`src/hdl/assert_macros.svh`:
```
// Assertion helpers shared by the RTL.
`ifndef ASSERT_MACROS_SVH
`define ASSERT_MACROS_SVH
`ifndef SYNTHESIS
`define ASSERT_IMPL(label, clk, rst, prop, msg) \
   label: assert property (@(posedge clk) disable iff (rst) (prop)) else $error(msg);
`define ASSERT_NEVER(label, clk, rst, expr, msg) \
   label: assert property (@(posedge clk) disable iff (rst) !(expr)) else $error(msg);
`else
`define ASSERT_IMPL(label, clk, rst, prop, msg)
`define ASSERT_NEVER(label, clk, rst, expr, msg)
`endif
`endif

```
`src/hdl/vdir_pkg.sv`:
```
package vdir_pkg;

   localparam int unsigned IDX_W = 8;
   localparam int unsigned COORD_W = 64;
   localparam logic [COORD_W-1:0] NEG_ZERO = {1'b1, {(COORD_W-1){1'b0}}};

   // Table size; the 8-bit index fields limit it to 256.
   localparam int unsigned MAX_VERTICES = 256;
   localparam int unsigned CNT_W = $clog2(MAX_VERTICES + 1);
   localparam int unsigned ADDR_W = $clog2(MAX_VERTICES);

   localparam logic ACT_VERTEX = 1'b0;
   localparam logic ACT_FACE = 1'b1;

   localparam logic [1:0] ST_OK = 2'd0;
   localparam logic [1:0] ST_FULL = 2'd1;
   localparam logic [1:0] ST_BAD_CORNER = 2'd2;

   typedef struct packed {
      logic action;
      logic [COORD_W-1:0] coord_x;
      logic [COORD_W-1:0] coord_y;
      logic [COORD_W-1:0] coord_z;
      logic [IDX_W-1:0] corner_a;
      logic [IDX_W-1:0] corner_b;
      logic [IDX_W-1:0] corner_c;
   } req_type;

   typedef struct packed {
      logic [IDX_W-1:0] canon_a;
      logic [IDX_W-1:0] canon_b;
      logic [IDX_W-1:0] canon_c;
      logic first_seen;
      logic [1:0] status;
   } rsp_type;

   // Classified work handed from the front to the back end.
   typedef struct packed {
      logic is_face;
      logic full;
      logic [COORD_W-1:0] kx;
      logic [COORD_W-1:0] ky;
      logic [COORD_W-1:0] kz;
      logic [IDX_W-1:0] corner_a;
      logic [IDX_W-1:0] corner_b;
      logic [IDX_W-1:0] corner_c;
   } work_type;

   function automatic logic [COORD_W-1:0] fold_zero(input logic [COORD_W-1:0] w);
      return (w == NEG_ZERO) ? '0 : w;
   endfunction

endpackage

```
`src/hdl/vdir_front.sv`:
```
module vdir_front (
   input  logic                 clock,
   input  logic                 reset,
   input  logic                 in_valid,
   input  vdir_pkg::req_type    in_req,
   input  logic                 q_ready,
   output logic                 q_valid,
   output vdir_pkg::work_type   q_work,
   output logic                 front_busy
);

   localparam int unsigned MAX_VERTICES = vdir_pkg::MAX_VERTICES;
   localparam int unsigned CNT_W = vdir_pkg::CNT_W;

   // Pending vertices tracked so the full check does not wait for the back end.
   logic [CNT_W-1:0] issued_ff, issued_in;
   logic             q_valid_ff, q_valid_in;
   vdir_pkg::work_type q_work_ff, q_work_in;
   logic             take;

   assign take = in_valid && !q_valid_ff;
   assign front_busy = q_valid_ff;

   always_comb begin
      issued_in = issued_ff;
      q_valid_in = q_valid_ff;
      q_work_in = q_work_ff;
      if (q_valid_ff && q_ready) begin
         q_valid_in = 1'b0;
      end
      if (take) begin
         q_valid_in = 1'b1;
         q_work_in.is_face = (in_req.action == vdir_pkg::ACT_FACE);
         q_work_in.full = (in_req.action == vdir_pkg::ACT_VERTEX) &&
                          (issued_ff == CNT_W'(MAX_VERTICES));
         q_work_in.kx = vdir_pkg::fold_zero(in_req.coord_x);
         q_work_in.ky = vdir_pkg::fold_zero(in_req.coord_y);
         q_work_in.kz = vdir_pkg::fold_zero(in_req.coord_z);
         q_work_in.corner_a = in_req.corner_a;
         q_work_in.corner_b = in_req.corner_b;
         q_work_in.corner_c = in_req.corner_c;
         if (!q_work_in.is_face && !q_work_in.full) begin
            issued_in = issued_ff + 1'b1;
         end
      end
   end

   always_ff @(posedge clock) begin
      if (reset) begin
         issued_ff <= '0;
         q_valid_ff <= 1'b0;
      end else begin
         issued_ff <= issued_in;
         q_valid_ff <= q_valid_in;
      end
      q_work_ff <= q_work_in;
   end

   assign q_valid = q_valid_ff;
   assign q_work = q_work_ff;

endmodule

```
`config.mk`:
```
export PLATFORM = sky130hd
export DESIGN_NAME = vdir_front
export DESIGN_NICKNAME = d
export VERILOG_FILES = /design/src/hdl/assert_macros.svh /design/src/hdl/vdir_pkg.sv /design/src/hdl/vdir_front.sv
export SDC_FILE = /design/constraint.sdc
export NUM_CORES = 1
export LEC_CHECK = 0
export BUFFER_PORTS_ARGS = -buffer_cell sky130_fd_sc_hd__clkbuf_2
export CAP_MARGIN = 20
export CORE_AREA = 2 2 169 171
export CTS_CLUSTER_SIZE = 30
export DETAILED_ROUTE_END_ITERATION = 12
export DIE_AREA = 0 0 171 173
export SETUP_SLACK_MARGIN = 0.1
export SLEW_MARGIN = 25
export SYNTH_ARGS = -nofsm -noshare
export SYNTH_HDL_FRONTEND = slang
export SYNTH_SLANG_ARGS = --single-unit
```
`constraint.sdc`:
```
create_clock -name clock -period 17.5 [get_ports clock]
set_clock_uncertainty 0.05 [all_clocks]
set_input_delay 2.625 -clock clock [delete_from_list [all_inputs] [get_ports clock]]
set_output_delay 2.625 -clock clock [all_outputs]
set_load 0.1 [all_outputs]
```
==> impl_table.tex, run 1 <==
\begin{tabular}{lr}
\hline
Metric & Value \\
\hline
\multicolumn{2}{l}{\textbf{Clocking}} \\
\quad Post-CTS Setup Bufs & 0 \\
\quad Bufs on Longest Clock Path & 3 \\
\quad Latest clock arrival within the worst-skew pair & between 500 and 600 ps \\
\quad Num CTS Buffers & 26 \\
\quad Number of gates resized after CTS & 0 \\
\quad Clock tree from TritonCTS & built \\
\quad Register clock-pin slew on the reported worst setup and hold paths & 60 ps \\
\quad Clk sinks & approximately 230 \\
\quad Root buffer selected by CTS & sky130\_fd\_sc\_hd\_\_clkbuf\_16 \\
\quad H-tree levels & 1 \\
\quad Post-cts hold buffer count & 0 \\
\multicolumn{2}{l}{\textbf{Detailed routing}} \\
\quad Final WL & about 23 mm \\
\quad Vias after detailed routing & 5,143 \\
\quad Wire per inst & roughly 19 microns \\
\quad Vias per std cell & roughly 4.3 \\
\quad Antenna viol nets, final & 0 \\
\quad Initial detailed-routing violation count & just under 400 \\
\quad Length of the first detailed-routing pass in iterations & 4 \\
\quad DRC violations left & 0 \\
\multicolumn{2}{l}{\textbf{Synthesis}} \\
\quad Syn Area/Cell & 15.61 sq um \\
\quad Synth Net Count & 750 \\
\quad Flip-flop and latch count after synthesis & around 230 \\
\quad Proportion of synthesized flip-flops having asynchronous set or reset & 0\% \\
\quad Cell variety after synth & 27 \\
\quad Top cells by area, synth & sky130\_fd\_sc\_hd\_\_edfxtp\_1, sky130\_fd\_sc\_hd\_\_clkbuf\_1, sky130\_fd\_sc\_hd\_\_nor4\_1 \\
\quad Leading cell type by number of instances after synthesis & sky130\_fd\_sc\_hd\_\_edfxtp\_1 \\
\quad Synth cell count leaders & sky130\_fd\_sc\_hd\_\_edfxtp\_1, sky130\_fd\_sc\_hd\_\_clkbuf\_1, sky130\_fd\_sc\_hd\_\_nor4\_1 \\
\quad Warnings from Yosys & 0 \\
\quad Area fraction of the dominant cell type after synthesis & around 80\% \\
\quad Instance count of the mapped netlist & about 530 \\
\quad Post-synth EDFFs & between 200 and 250 \\
\quad Post-synthesis cell type with the largest combined area & sky130\_fd\_sc\_hd\_\_edfxtp\_1 \\
\quad Part of the Yosys area used for sequential elements & just over 80\% \\
\quad Netlist Area Pre-Place & around 8000 sq um \\
\quad Leading register cell type out of synthesis & sky130\_fd\_sc\_hd\_\_edfxtp\_1 \\
\multicolumn{2}{l}{\textbf{Floorplan}} \\
\quad Starting density of the core & about 30\% \\
\quad \# rows & around 60 \\
\quad Ports placed on the boundary & around 440 \\
\quad Core Box Area & 27,630 sq um \\
\quad Height of the die & roughly 170 microns \\
\quad Area of the die & about 30,000 sq um \\
\quad Horizontal extent of the die & about 170 microns \\
\multicolumn{2}{l}{\textbf{Min path}} \\
\quad Worst hold path cell count & 2 \\
\quad Path class of the lowest-slack min-delay path & flop to flop \\
\quad Worst-case hold path end point & issued\_ff[8] \\
\quad Startpoint of the most critical hold path & issued\_ff[8] \\
\multicolumn{2}{l}{\textbf{Critical path}} \\
\quad Capturing point of the worst reg2reg path & q\_work[188] \\
\quad WP data required & about 18,000 ps \\
\quad Buffers \& Inverters on Critical Path & 3 \\
\quad Worst stage delay on the critical path & $\sim$700 ps \\
\quad Crit start category & input port \\
\quad Worst setup slack for register-to-register paths & approximately 15,000 ps \\
\quad R2R cell count & 3 \\
\quad Cell with the largest stage delay on the worst path & sky130\_fd\_sc\_hd\_\_buf\_6 \\
\quad Top cell family by delay on the critical path & buffers and inverters \\
\quad Maximum net fanout on the critical path & about 130 \\
\quad Endpoint class of the critical path & flop \\
\quad Category of the most critical setup path & input port to flop \\
\quad CP Cell Sequence & clkbuf\_2 > nand2b\_4 > inv\_8 > buf\_6 \\
\quad Origin of the critical flop-to-flop path & front\_busy \\
\quad Signal arrival time at the worst endpoint & 4410 ps \\
\multicolumn{2}{l}{\textbf{Timing}} \\
\quad Count of pins over their slew limit & 0 \\
\quad Unrepaired setup endpoints after global routing & no \\
\quad Transition time at the pin with the least slew margin & a little under 1000 ps \\
\quad Shortest clock period the worst path allows after layout & between 4000 and 5000 ps \\
\quad Achievable Freq & about 230 MHz \\
\quad Final setup viols & 0 \\
\quad Slew Limit Headroom & 34.30\% \\
\quad Ratio of final minimum period to clock period & 24.61\% \\
\quad Setup TNS after final layout & 0 ps \\
\quad Final count of hold timing violations & 0 \\
\multicolumn{2}{l}{\textbf{Global routing}} \\
\quad Routing layer with the top usage in global route & met2 \\
\quad Overall track demand over capacity in global routing & between 10 and 15\% \\
\quad Wire length of the first global-routing pass & 32.78 mm \\
\quad Initial antenna violation count & 1 \\
\quad Via count of the first global-routing pass & 5,310 \\
\quad Overall overflow remaining after global route & 0 \\
\quad Grt met2 use & 26.51\% \\
\quad Maximum number of pins on one net before global-route repair & between 100 and 150 \\
\quad Routing usage on met3 & 3.388\% \\
\quad Grt met1 use & approximately 18\% \\
\multicolumn{2}{l}{\textbf{Layout}} \\
\quad Share of the core filled with cells & 40.17\% \\
\quad Antenna diode count & 0 \\
\quad Number of nets in the finished design & slightly above 1,000 \\
\quad FF/Latch Area & around 6700 sq um \\
\quad Filler Cells Inserted & about 2,600 \\
\quad Fraction of layout cells with a size suffix above 1 & approximately 60\% \\
\quad Total area of multi-input combinational cells & approximately 750 sq um \\
\quad P\&R area growth vs syn & 34.90\% \\
\quad Post-route non-filler standard cell count & between 1,000 and 1,500 \\
\multicolumn{2}{l}{\textbf{Power and ir drop}} \\
\quad Total power & around 1.5 mW \\
\quad Leak & 4.617 nW \\
\quad Internal cell power & 1.017 mW \\
\quad Part of the power in registers & between 40\% and 50\% \\
\quad Maximum VDD drop & about 0.071 mV \\
\quad Cell Pwr Density & roughly 140 nW/um\^{}2 \\
\quad Net switching share of the total power & between 30\% and 40\% \\
\quad Proportion of power drawn by the clock network & between 30\% and 40\% \\
\quad Logic gate share of total power & around a fifth \\
\quad Reported net switching power & approximately 0.5 mW \\
\multicolumn{2}{l}{\textbf{Placed design}} \\
\quad PortBufs & 440 \\
\quad Half-perimeter wire length after detailed placement & 18.25 mm \\
\quad GPL Wtd Cong & 0.8528 \\
\quad Placed instance count & 1,155 \\
\multicolumn{2}{l}{\textbf{Outcome}} \\
\quad Status & complete, no violations \\
\multicolumn{2}{l}{\textbf{Job}} \\
\quad Number of violations of the max-capacitance limit & 0 \\
\hline
\end{tabular}
## power by group through the flow
stage	combinational (mW)	sequential (mW)	clock, mW
6_report	0.305	0.646	0.561
5_1_grt	0.313	0.650	0.597
4_1_cts	0.307	0.647	0.575
3_5_place_dp	0.307	0.658	0
3_3_place_gp	0.305	0.657	0
2_1_floorplan	0.0292	0.884	0
## layout by cell type, fill, tap and decap left out
master,instances
sky130_fd_sc_hd__clkbuf_2,440
sky130_fd_sc_hd__edfxtp_1,218
sky130_fd_sc_hd__nor4_1,45
sky130_fd_sc_hd__clkbuf_16,27
sky130_fd_sc_hd__nand4_1,14
sky130_fd_sc_hd__nor2_1,10
sky130_fd_sc_hd__dfxtp_1,10
sky130_fd_sc_hd__nand2_1,5
sky130_fd_sc_hd__xnor2_1,5
sky130_fd_sc_hd__clkinv_2,5
sky130_fd_sc_hd__clkinv_1,5
sky130_fd_sc_hd__bufinv_16,4
sky130_fd_sc_hd__nor4b_1,3
sky130_fd_sc_hd__o41a_1,3
sky130_fd_sc_hd__clkinv_4,3
sky130_fd_sc_hd__inv_1,2
sky130_fd_sc_hd__nor4b_2,2
sky130_fd_sc_hd__nor3_1,2
sky130_fd_sc_hd__xor2_1,2
sky130_fd_sc_hd__a21oi_1,2
sky130_fd_sc_hd__ha_1,2
sky130_fd_sc_hd__clkinvlp_4,2
sky130_fd_sc_hd__inv_6,2
sky130_fd_sc_hd__nand2b_4,1
sky130_fd_sc_hd__inv_8,1
sky130_fd_sc_hd__nand4b_4,1
sky130_fd_sc_hd__nor4_2,1
sky130_fd_sc_hd__nor3b_2,1
sky130_fd_sc_hd__a21boi_2,1
sky130_fd_sc_hd__or2b_1,1
sky130_fd_sc_hd__a31o_1,1
sky130_fd_sc_hd__mux2i_1,1
sky130_fd_sc_hd__nor4_4,1
sky130_fd_sc_hd__nand2b_1,1
sky130_fd_sc_hd__buf_6,1
## worst min-delay path, stage by stage (launching register included)
cell and delay, ps:
sky130_fd_sc_hd__dfxtp_1 340, sky130_fd_sc_hd__xnor2_1 80, sky130_fd_sc_hd__nor2_1 70
## final cells by class
type                       count  share of cell area [%]
clock inverter                21                   2.007
tap                          378                   4.261
multi-input combinational    105                   6.752
sequential                   228                   60.78
clock buffer                  27                   6.087
inverter                       3                  0.1691
timing repair buffer         441                   19.94
## registers in the layout (all words and copies together) (netlist names)
name        count
front_busy      1
issued_ff       9
q_work        218
## how the worst max path moves through the flow
stage | from | to | depth (start not counted)
3_5_place_dp | in_valid | q_work[184] | 4
5_1_grt | in_valid | q_work[158] | 4
3_3_place_gp | in_valid | q_work[155] | 4
6_report | in_valid | q_work[188] | 4
4_1_cts | in_valid | q_work[155] | 4
2_1_floorplan | in_valid | q_work[0] | 2
## metrics by stage
stage | hold WS [ps] | setup slack [ps] | instance area (sq um)
2_1_floorplan | 426.2 | 9953 | 8228
3_3_place_gp | 452.5 | 12530 | 10200
3_5_place_dp | 474.4 | 12470 | 10200
4_1_cts | 487.7 | 13040 | 11100
5_1_grt | 536.6 | 13110 | 11100
6_report | 476.0 | 13190 | 11100
## logic make-up (layout without fill, tap and decap cells)
group | after synthesis | in the layout | synth area share, %
AO/OA/AOI/OAI | 7 | 7 | 0.7755
multiplexers | 1 | 1 | 0.1217
XOR/XNOR | 7 | 7 | 0.7451
flip-flops | 228 | 228 | 82.00
AND/OR/NAND/NOR | 88 | 88 | 7.162
adder cells (fa/ha/maj) | 2 | 2 | 0.3041
buffers and inverters | 194 | 492 | 8.896
## layer usage
layer / part of all wire [%] / vias to the layer above
li1: - / 2372
met3: 7.4 / 43
met1: 38 / 2488
met2: 52 / 240
met5: 0 / -
met4: 2.5 / 0
(Power assumes the default switching activity.)
==> run 2, diff against run 1 <==
Settings changed: CORE_AREA 2 2 169 171 to 2 2 170 172, DIE_AREA 0 0 171 173 to 0 0 172 174.
Clock period 17.5 ns to 3.6 ns, I/O delays scaled along.
==> run 2 against run 1 <==
Against the previous run:
- combinational power rose to 4.9 times the previous value
- sequential power increased to 4.9 times the previous value
- non-clock buffer count increased by 6
- clock power rose to 4.2 times the previous value
- flip-flop and latch count is the same
- largest cell class unchanged
- power rose to 4.6 times the previous value
- first-iteration DRC count decreased by 8.3%
- die area grew 1.2%
- clock-buffer cell count decreased by 1
- register-to-register slack lost 13000 ps
- critical path depth decreased by 3
==> impl_table.tex, run 2 (synthesized netlist as in run 1, its figures left out) <==
\begin{tabular}{lr}
\hline
Metric & Value \\
\hline
\multicolumn{2}{l}{\textbf{Layout}} \\
\quad Flip-flop count of the largest register, all copies and words added & 218 (unchanged) \\
\quad Number of nets in the finished design & 1,033 (was 1,028) \\
\quad Non-Filler Cell Area, Final & 11,050 sq um (was 11,100 sq um) \\
\quad Antenna diode count & 0 (unchanged) \\
\quad Most common library cell in the layout ignoring fill and taps & sky130\_fd\_sc\_hd\_\_clkbuf\_2 (unchanged) \\
\quad Filler Cells Inserted & 2,764 (was 2,635) \\
\quad Most frequent cells in the layout & sky130\_fd\_sc\_hd\_\_clkbuf\_2, sky130\_fd\_sc\_hd\_\_edfxtp\_1, sky130\_fd\_sc\_hd\_\_nor4\_1, sky130\_fd\_sc\_hd\_\_clkbuf\_16, sky130\_fd\_sc\_hd\_\_nand4\_1 (unchanged) \\
\quad Fraction of layout cells with a size suffix above 1 & 59.83\% (was 59.76\%) \\
\quad P\&R area growth vs syn & 34.31\% (was 34.90\%) \\
\quad Post-route non-filler standard cell count & 1,208 (was 1,203) \\
\multicolumn{2}{l}{\textbf{Clocking}} \\
\quad Root buffer selected by CTS & sky130\_fd\_sc\_hd\_\_clkbuf\_16 (unchanged) \\
\quad Latest clock arrival within the worst-skew pair & 520 ps (about the same) \\
\quad H-tree levels & 1 (unchanged) \\
\quad Num CTS Buffers & 25 (was 26) \\
\quad Clk sinks & 228 (unchanged) \\
\quad Register clock-pin slew on the reported worst setup and hold paths & 60 ps (about the same) \\
\quad Post-cts hold buffer count & 0 (unchanged) \\
\quad Clock tree from TritonCTS & built (unchanged) \\
\quad Number of gates resized after CTS & 0 (unchanged) \\
\quad Bufs on Longest Clock Path & 3 (unchanged) \\
\quad Post-CTS Setup Bufs & 0 (unchanged) \\
\multicolumn{2}{l}{\textbf{Floorplan}} \\
\quad Starting density of the core & 29.14\% (was 29.78\%) \\
\quad Height of the die & 174 microns (was 173 microns) \\
\quad \# rows & 62 (was 61) \\
\quad Core Box Area & 28,240 sq um (was 27,630 sq um) \\
\quad Ports placed on the boundary & 441 (unchanged) \\
\quad Horizontal extent of the die & 172 microns (was 171 microns) \\
\quad Area of the die & 29,930 sq um (was 29,580 sq um) \\
\multicolumn{2}{l}{\textbf{Min path}} \\
\quad Path class of the lowest-slack min-delay path & input port to flop (was flop to flop) \\
\quad Worst-case hold path end point & q\_work[10] (was issued\_ff[8]) \\
\quad Startpoint of the most critical hold path & in\_req[10] (was issued\_ff[8]) \\
\quad Worst hold path cell count & 1 (was 2) \\
\multicolumn{2}{l}{\textbf{Critical path}} \\
\quad Crit start category & flop (was input port) \\
\quad Worst setup slack for register-to-register paths & 1840 ps (was 14,970 ps) \\
\quad Worst path depth & 1 (was 4) \\
\quad Worst stage delay on the critical path & 480 ps (was 700 ps) \\
\quad Endpoint class of the critical path & output pin (was flop) \\
\quad Maximum net fanout on the critical path & 1 (was 131) \\
\quad Cell with the largest stage delay on the worst path & sky130\_fd\_sc\_hd\_\_clkbuf\_2 (was sky130\_fd\_sc\_hd\_\_buf\_6) \\
\quad CP Cell Sequence & clkbuf\_2 (was clkbuf\_2 > nand2b\_4 > inv\_8 > buf\_6) \\
\quad Category of the most critical setup path & flop to output pin (was input port to flop) \\
\quad Top cell family by delay on the critical path & buffers and inverters (unchanged) \\
\quad Capturing point of the worst reg2reg path & q\_work[210] (was q\_work[188]) \\
\quad WP data required & 3010 ps (was 17,600 ps) \\
\quad Signal arrival time at the worst endpoint & 1390 ps (was 4410 ps) \\
\quad Buffers \& Inverters on Critical Path & 1 (was 3) \\
\quad Origin of the critical flop-to-flop path & front\_busy (unchanged) \\
\quad R2R cell count & 3 (unchanged) \\
\multicolumn{2}{l}{\textbf{Timing}} \\
\quad Unrepaired setup endpoints after global routing & no (unchanged) \\
\quad Final setup viols & 0 (unchanged) \\
\quad Shortest clock period the worst path allows after layout & roughly 2000 ps \\
\quad Achievable Freq & 504.1 MHz \\
\quad Slew Limit Headroom & 53.69\% (was 34.30\%) \\
\quad Count of pins over their slew limit & 0 (unchanged) \\
\quad Final count of hold timing violations & 0 (unchanged) \\
\quad Transition time at the pin with the least slew margin & 688.3 ps (was 985.4 ps) \\
\quad Ratio of final minimum period to clock period & a little under three fifths \\
\multicolumn{2}{l}{\textbf{Detailed routing}} \\
\quad Vias after detailed routing & 5,258 (was 5,143) \\
\quad Wire per inst & 19.51 microns (was 19.19 microns) \\
\quad Length of the first detailed-routing pass in iterations & 4 (unchanged) \\
\quad Antenna viol nets, final & 0 (unchanged) \\
\quad DRC violations left & 0 (unchanged) \\
\quad Initial detailed-routing violation count & 354 (was 386) \\
\quad Final WL & 23.56 mm (was 23.09 mm) \\
\quad Vias per std cell & 4.353 (was 4.275) \\
\multicolumn{2}{l}{\textbf{Placed design}} \\
\quad GPL Wtd Cong & 0.8716 (was 0.8528) \\
\quad Area of placed instances & 10,310 sq um (was 10,200 sq um) \\
\quad Placed instance count & 1,167 (was 1,155) \\
\quad PortBufs & 440 (unchanged) \\
\quad Half-perimeter wire length after detailed placement & 18.65 mm (was 18.25 mm) \\
\multicolumn{2}{l}{\textbf{Power and ir drop}} \\
\quad Leak & 4.588 nW (was 4.617 nW) \\
\quad Total power & 6.984 mW (was 1.513 mW) \\
\quad Cell Pwr Density & 632.0 nW/um\^{}2 (was 136.3 nW/um\^{}2) \\
\quad Maximum VDD drop & 0.2522 mV (was 0.07076 mV) \\
\multicolumn{2}{l}{\textbf{Outcome}} \\
\quad Status & complete, no violations (unchanged) \\
\multicolumn{2}{l}{\textbf{Global routing}} \\
\quad Wire length of the first global-routing pass & 32.47 mm (was 32.78 mm) \\
\quad Overall overflow remaining after global route & 0 (unchanged) \\
\quad Via count of the first global-routing pass & 5,151 (was 5,310) \\
\quad Maximum number of pins on one net before global-route repair & 94 (was 132) \\
\quad Initial antenna violation count & 2 (was 1) \\
\quad Overall track demand over capacity in global routing & 14.76\% (was 14.92\%) \\
\multicolumn{2}{l}{\textbf{Job}} \\
\quad Number of violations of the max-capacitance limit & 0 (unchanged) \\
\hline
\end{tabular}
==> run 2: worst max path at each step <==
stage	startpoint	to	slack, ps
global placement	in_req[65]	q_work[87]	1290
floorplan	front_busy	q_work[0]	-870
finish	q_work[58]	q_work[58]	1620
detailed placement	in_req[65]	q_work[87]	1190
global route	q_work[61]	q_work[61]	1570
CTS	q_work[61]	q_work[61]	1590
==> run 2: power breakdown <==
part           internal [mW]  leakage [nW]  switching [mW]
Clock                   1.33         0.366            1.01
Sequential              3.10          2.18          0.0455
Combinational          0.206          2.05            1.30
Total                   4.63          4.59            2.35
==> run 2: layout make-up <==
cell class                      count  area, sq um  share of cell area, %
Inverter                            3        15.01                 0.1359
Sequential cell                   228         6750                  61.08
Timing Repair Buffer              447         2317                  20.97
Multi-Input combinational cell    105        749.5                  6.782
Tap cell                          384        480.5                  4.348
Clock buffer                       26        629.4                  5.695
Clock inverter                     15        108.9                 0.9851
==> run 2: per-layer routing <==
metal	wire length, microns	vias up	track usage [%]
met4	435	4	3.992
met3	1897	41	4.144
li1	-	2370	-
met2	11890	219	25.05
met5	27	-	0
met1	9315	2624	18.42
==> run 2: stage by stage <==
stage          hold slack [ps]  setup WS, ps  setup TNS, ps  util [%]
2_1_floorplan            426.2        -871.3        -189940         -
3_3_place_gp             451.7          1286              0     36.52
3_5_place_dp             462.6          1189              0     36.52
4_1_cts                  104.0          1588              0     39.14
5_1_grt                  105.0          1571              0     39.14
6_report                 142.9          1616              0     39.14
==> run 3, diff against run 2 <==
Settings changed: ABC_AREA set to 1, CORE_AREA 2 2 170 172 to 2 2 172 174, DIE_AREA 0 0 172 174 to 0 0 174 176.
Clock period 3.6 ns to 1.6 ns, I/O delays scaled along.
==> run 3 against run 2 <==
Against the previous run:
- wire length rose by 15%
- largest cell class unchanged
- combinational power rose to 2.8 times the previous value
- final area rose by 32%
- first-iteration DRC count fell by 3.1%
- global-route usage rose by 2.1 points
- register-to-register slack got worse by 1700 ps
- cell count rose by 34%
- non-clock buffer count rose by 232
- highest routed layer is now met4
- die area rose by 2.3%
- critical path depth did not move
==> impl_table.tex, run 3 <==
\begin{tabular}{lr}
\hline
Metric & Value \\
\hline
\multicolumn{2}{l}{\textbf{Outcome}} \\
\quad Status & complete, no violations (unchanged) \\
\multicolumn{2}{l}{\textbf{Critical path}} \\
\quad Signal arrival time at the worst endpoint & 1190 ps (was 1390 ps) \\
\quad Top cell family by delay on the critical path & flip-flops (was buffers and inverters) \\
\quad Endpoint class of the critical path & output pin (unchanged) \\
\quad Worst path depth & 1 (unchanged) \\
\quad Category of the most critical setup path & flop to output pin (unchanged) \\
\quad Cell with the largest stage delay on the worst path & sky130\_fd\_sc\_hd\_\_edfxtp\_1 (was sky130\_fd\_sc\_hd\_\_clkbuf\_2) \\
\quad Buffers \& Inverters on Critical Path & 1 (unchanged) \\
\quad Maximum net fanout on the critical path & 1 (unchanged) \\
\quad WP data required & 1310 ps (was 3010 ps) \\
\quad Crit start category & flop (unchanged) \\
\quad CP Cell Sequence & clkbuf\_4 (was clkbuf\_2) \\
\quad Worst stage delay on the critical path & 340 ps (was 480 ps) \\
\quad R2R cell count & 5 (was 3) \\
\multicolumn{2}{l}{\textbf{Global routing}} \\
\quad Overall overflow remaining after global route & 0 (unchanged) \\
\quad Overall track demand over capacity in global routing & 16.84\% (was 14.76\%) \\
\quad Maximum number of pins on one net before global-route repair & 33 (was 94) \\
\quad Via count of the first global-routing pass & 7,317 (was 5,151) \\
\quad Initial antenna violation count & 0 (was 2) \\
\quad Wire length of the first global-routing pass & 40.15 mm (was 32.47 mm) \\
\multicolumn{2}{l}{\textbf{Clocking}} \\
\quad Clk sinks & 228 (unchanged) \\
\quad Clock tree from TritonCTS & built (unchanged) \\
\quad Root buffer selected by CTS & sky130\_fd\_sc\_hd\_\_clkbuf\_16 (unchanged) \\
\quad Num CTS Buffers & 24 (was 25) \\
\quad Bufs on Longest Clock Path & 3 (unchanged) \\
\quad Register clock-pin slew on the reported worst setup and hold paths & 60 ps (about the same) \\
\quad H-tree levels & 1 (unchanged) \\
\quad Latest clock arrival within the worst-skew pair & 510 ps (was 520 ps) \\
\multicolumn{2}{l}{\textbf{Synthesis}} \\
\quad Instance count of the mapped netlist & 707 (was 527) \\
\quad Post-synthesis cell type with the largest combined area & sky130\_fd\_sc\_hd\_\_edfxtp\_1 (unchanged) \\
\quad Mux contribution to synthesized area & 0\% (was 0.1217\%) \\
\quad Synth cell count leaders & sky130\_fd\_sc\_hd\_\_edfxtp\_1, sky130\_fd\_sc\_hd\_\_clkbuf\_1, sky130\_fd\_sc\_hd\_\_nor2\_1 (was sky130\_fd\_sc\_hd\_\_edfxtp\_1, sky130\_fd\_sc\_hd\_\_clkbuf\_1, sky130\_fd\_sc\_hd\_\_nor4\_1) \\
\quad Part of the Yosys area used for sequential elements & 78.07\% (was 82.00\%) \\
\quad Proportion of synthesized flip-flops having asynchronous set or reset & 0\% (unchanged) \\
\quad Leading register cell type out of synthesis & sky130\_fd\_sc\_hd\_\_edfxtp\_1 (unchanged) \\
\quad Cell variety after synth & 20 (was 27) \\
\quad Warnings from Yosys & 0 (unchanged) \\
\quad Syn Area/Cell & 12.22 sq um (was 15.61 sq um) \\
\quad Netlist Area Pre-Place & 8642 sq um (was 8228 sq um) \\
\quad Synth Area in Simple Gates & 12.05\% (was 7.162\%) \\
\quad Post-synthesis xor/xnor area fraction & 0.1013\% (was 0.7451\%) \\
\quad Top cells by area, synth & sky130\_fd\_sc\_hd\_\_edfxtp\_1, sky130\_fd\_sc\_hd\_\_clkbuf\_1, sky130\_fd\_sc\_hd\_\_nor2\_1 (was sky130\_fd\_sc\_hd\_\_edfxtp\_1, sky130\_fd\_sc\_hd\_\_clkbuf\_1, sky130\_fd\_sc\_hd\_\_nor4\_1) \\
\quad Leading cell type by number of instances after synthesis & sky130\_fd\_sc\_hd\_\_edfxtp\_1 (unchanged) \\
\quad Area fraction of the dominant cell type after synthesis & 75.75\% (was 79.56\%) \\
\quad Fraction of the mapped netlist area in adder cells & 0.2896\% (was 0.3041\%) \\
\quad Dominant combinational cell family by area after synthesis & simple AND/OR/NAND/NOR gates (was buffers and inverters) \\
\quad Post-synth EDFFs & 218 (unchanged) \\
\quad Compound-cell area share of the yosys netlist & 0.3185\% (was 0.7755\%) \\
\quad Flip-flop and latch count after synthesis & 228 (unchanged) \\
\quad Synth Net Count & 930 (was 750) \\
\multicolumn{2}{l}{\textbf{Floorplan}} \\
\quad Height of the die & 176 microns (was 174 microns) \\
\quad Horizontal extent of the die & 174 microns (was 172 microns) \\
\quad Area of the die & 30,620 sq um (was 29,930 sq um) \\
\quad \# rows & 62 (unchanged) \\
\quad Core Box Area & 28,550 sq um (was 28,240 sq um) \\
\quad Ports placed on the boundary & 441 (unchanged) \\
\quad Starting density of the core & 30.27\% (was 29.14\%) \\
\multicolumn{2}{l}{\textbf{Layout}} \\
\quad Total area of multi-input combinational cells & 1122 sq um (was 749.5 sq um) \\
\quad Fraction of layout cells with a size suffix above 1 & 41.92\% (was 59.83\%) \\
\quad Filler Cells Inserted & 2,338 (was 2,764) \\
\quad Most common library cell in the layout ignoring fill and taps & sky130\_fd\_sc\_hd\_\_clkbuf\_2 (unchanged) \\
\quad FF/Latch Area & 6753 sq um (was 6750 sq um) \\
\quad Non-Filler Cell Area, Final & 14,600 sq um (was 11,050 sq um) \\
\quad Most frequent cells in the layout & sky130\_fd\_sc\_hd\_\_clkbuf\_2, sky130\_fd\_sc\_hd\_\_edfxtp\_1, sky130\_fd\_sc\_hd\_\_dlygate4sd3\_1, sky130\_fd\_sc\_hd\_\_nor2\_1, sky130\_fd\_sc\_hd\_\_clkbuf\_4 (was sky130\_fd\_sc\_hd\_\_clkbuf\_2, sky130\_fd\_sc\_hd\_\_edfxtp\_1, sky130\_fd\_sc\_hd\_\_nor4\_1, sky130\_fd\_sc\_hd\_\_clkbuf\_16, sky130\_fd\_sc\_hd\_\_nand4\_1) \\
\quad P\&R area growth vs syn & 68.89\% (was 34.31\%) \\
\quad Flip-flop count of the largest register, all copies and words added & 218 (unchanged) \\
\quad Number of nets in the finished design & 1,444 (was 1,033) \\
\quad Share of the core filled with cells & 51.13\% (was 39.14\%) \\
\multicolumn{2}{l}{\textbf{Placed design}} \\
\quad Half-perimeter wire length after detailed placement & 18.34 mm (was 18.65 mm) \\
\quad Area of placed instances & 10,890 sq um (was 10,310 sq um) \\
\quad GPL Wtd Cong & 0.8091 (was 0.8716) \\
\quad PortBufs & 440 (unchanged) \\
\multicolumn{2}{l}{\textbf{Timing}} \\
\quad WHS & 13.93 ps (was 142.9 ps) \\
\quad Final count of hold timing violations & 0 (unchanged) \\
\quad Transition time at the pin with the least slew margin & 332.1 ps (was 688.3 ps) \\
\quad Achievable Freq & approximately 680 MHz \\
\quad Count of pins over their slew limit & 0 (unchanged) \\
\quad Setup TNS after final layout & 0 ps (unchanged) \\
\quad Shortest clock period the worst path allows after layout & between 1000 and 1500 ps \\
\quad Unrepaired setup endpoints after global routing & no (unchanged) \\
\quad Final setup viols & 0 (unchanged) \\
\quad Ratio of final minimum period to clock period & $\sim$90\% \\
\quad Slew Limit Headroom & 77.99\% (was 53.69\%) \\
\multicolumn{2}{l}{\textbf{Detailed routing}} \\
\quad Antenna viol nets, final & 0 (unchanged) \\
\quad DRC violations left & 0 (unchanged) \\
\quad Final WL & 27.04 mm (was 23.56 mm) \\
\quad Initial detailed-routing violation count & 343 (was 354) \\
\quad Vias per std cell & 4.220 (was 4.353) \\
\quad Length of the first detailed-routing pass in iterations & 5 (was 4) \\
\quad Vias after detailed routing & 6,849 (was 5,258) \\
\quad Wire per inst & 16.66 microns (was 19.51 microns) \\
\multicolumn{2}{l}{\textbf{Min path}} \\
\quad Path class of the lowest-slack min-delay path & input port to flop (unchanged) \\
\quad Worst hold path cell count & 3 (was 1) \\
\multicolumn{2}{l}{\textbf{Power and ir drop}} \\
\quad Cell Pwr Density & 1175 nW/um\^{}2 (was 632.0 nW/um\^{}2) \\
\quad Maximum VDD drop & 0.9821 mV (was 0.2522 mV) \\
\quad Leak & 6.098 nW (was 4.588 nW) \\
\multicolumn{2}{l}{\textbf{Job}} \\
\quad Number of violations of the max-capacitance limit & 0 (unchanged) \\
\hline
\end{tabular}
==> run 3: final timing paths <==
kind	start	end	slack, ps
setup / recovery	q_work[0]	q_work[0]	120
hold / removal	in_req[87]	q_work[87]	10
setup reg to reg	front_busy	q_work[18]	160
hold reg to reg	issued_ff[0]	issued_ff[0]	450
==> run 3: layout make-up <==
type | count | share of cell area (%)
Multi-Input combinational cell | 271 | 7.690
Sequential cell | 228 | 46.27
Tap cell | 384 | 3.292
Clock buffer | 28 | 4.363
Clock inverter | 15 | 1.397
Antenna cell | 1 | 0.01715
Inverter | 17 | 0.4886
Timing Repair Buffer | 679 | 36.49
==> run 3: cells by family (layout without fill, tap and decap cells) <==
group / Yosys count / after routing
AND/OR/NAND/NOR: 263 / 263
flip-flops: 228 / 228
buffers and inverters: 208 / 739
AO/OA/AOI/OAI: 5 / 5
adder cells (fa/ha/maj): 2 / 2
XOR/XNOR: 1 / 1
other: 0 / 1
==> run 3: metrics by stage <==
stage | setup WS, ps | cells | total power [mW]
2_1_floorplan | -2882 | 707 | 10.03
3_3_place_gp | 139.2 | 1358 | 10.68
3_5_place_dp | 64.56 | 1358 | 10.70
4_1_cts | 44.51 | 1622 | 17.21
5_1_grt | 99.48 | 1622 | 17.66
6_report | 124.3 | 1623 | 17.15
==> run 3: report_power, final <==
group / internal, mW / total [mW] / switching [mW]
registers: 6.97 / 7.08 / 0.117
logic: 1.08 / 4.16 / 3.09
clock network: 3.65 / 5.90 / 2.25
==> run 3: routing by layer <==
metal	wire length, microns	GRT usage [%]	up-vias
li1	-	-	3236
met1	9675	18.14	3214
met2	14410	32.24	343
met3	2139	4.005	56
met4	809	5.672	0
met5	0	0	-
==> run 3: what timing repair did <==
item / CTS / global route
cloned: 0 / 0
endpoints found under the hold margin: 218 / 0
endpoints found under the setup margin: 216 / 77
pin swaps: 1 / 2
hold buffers: 217 / 0
gates resized for setup: 228 / 76
buffers inserted: 4 / 0
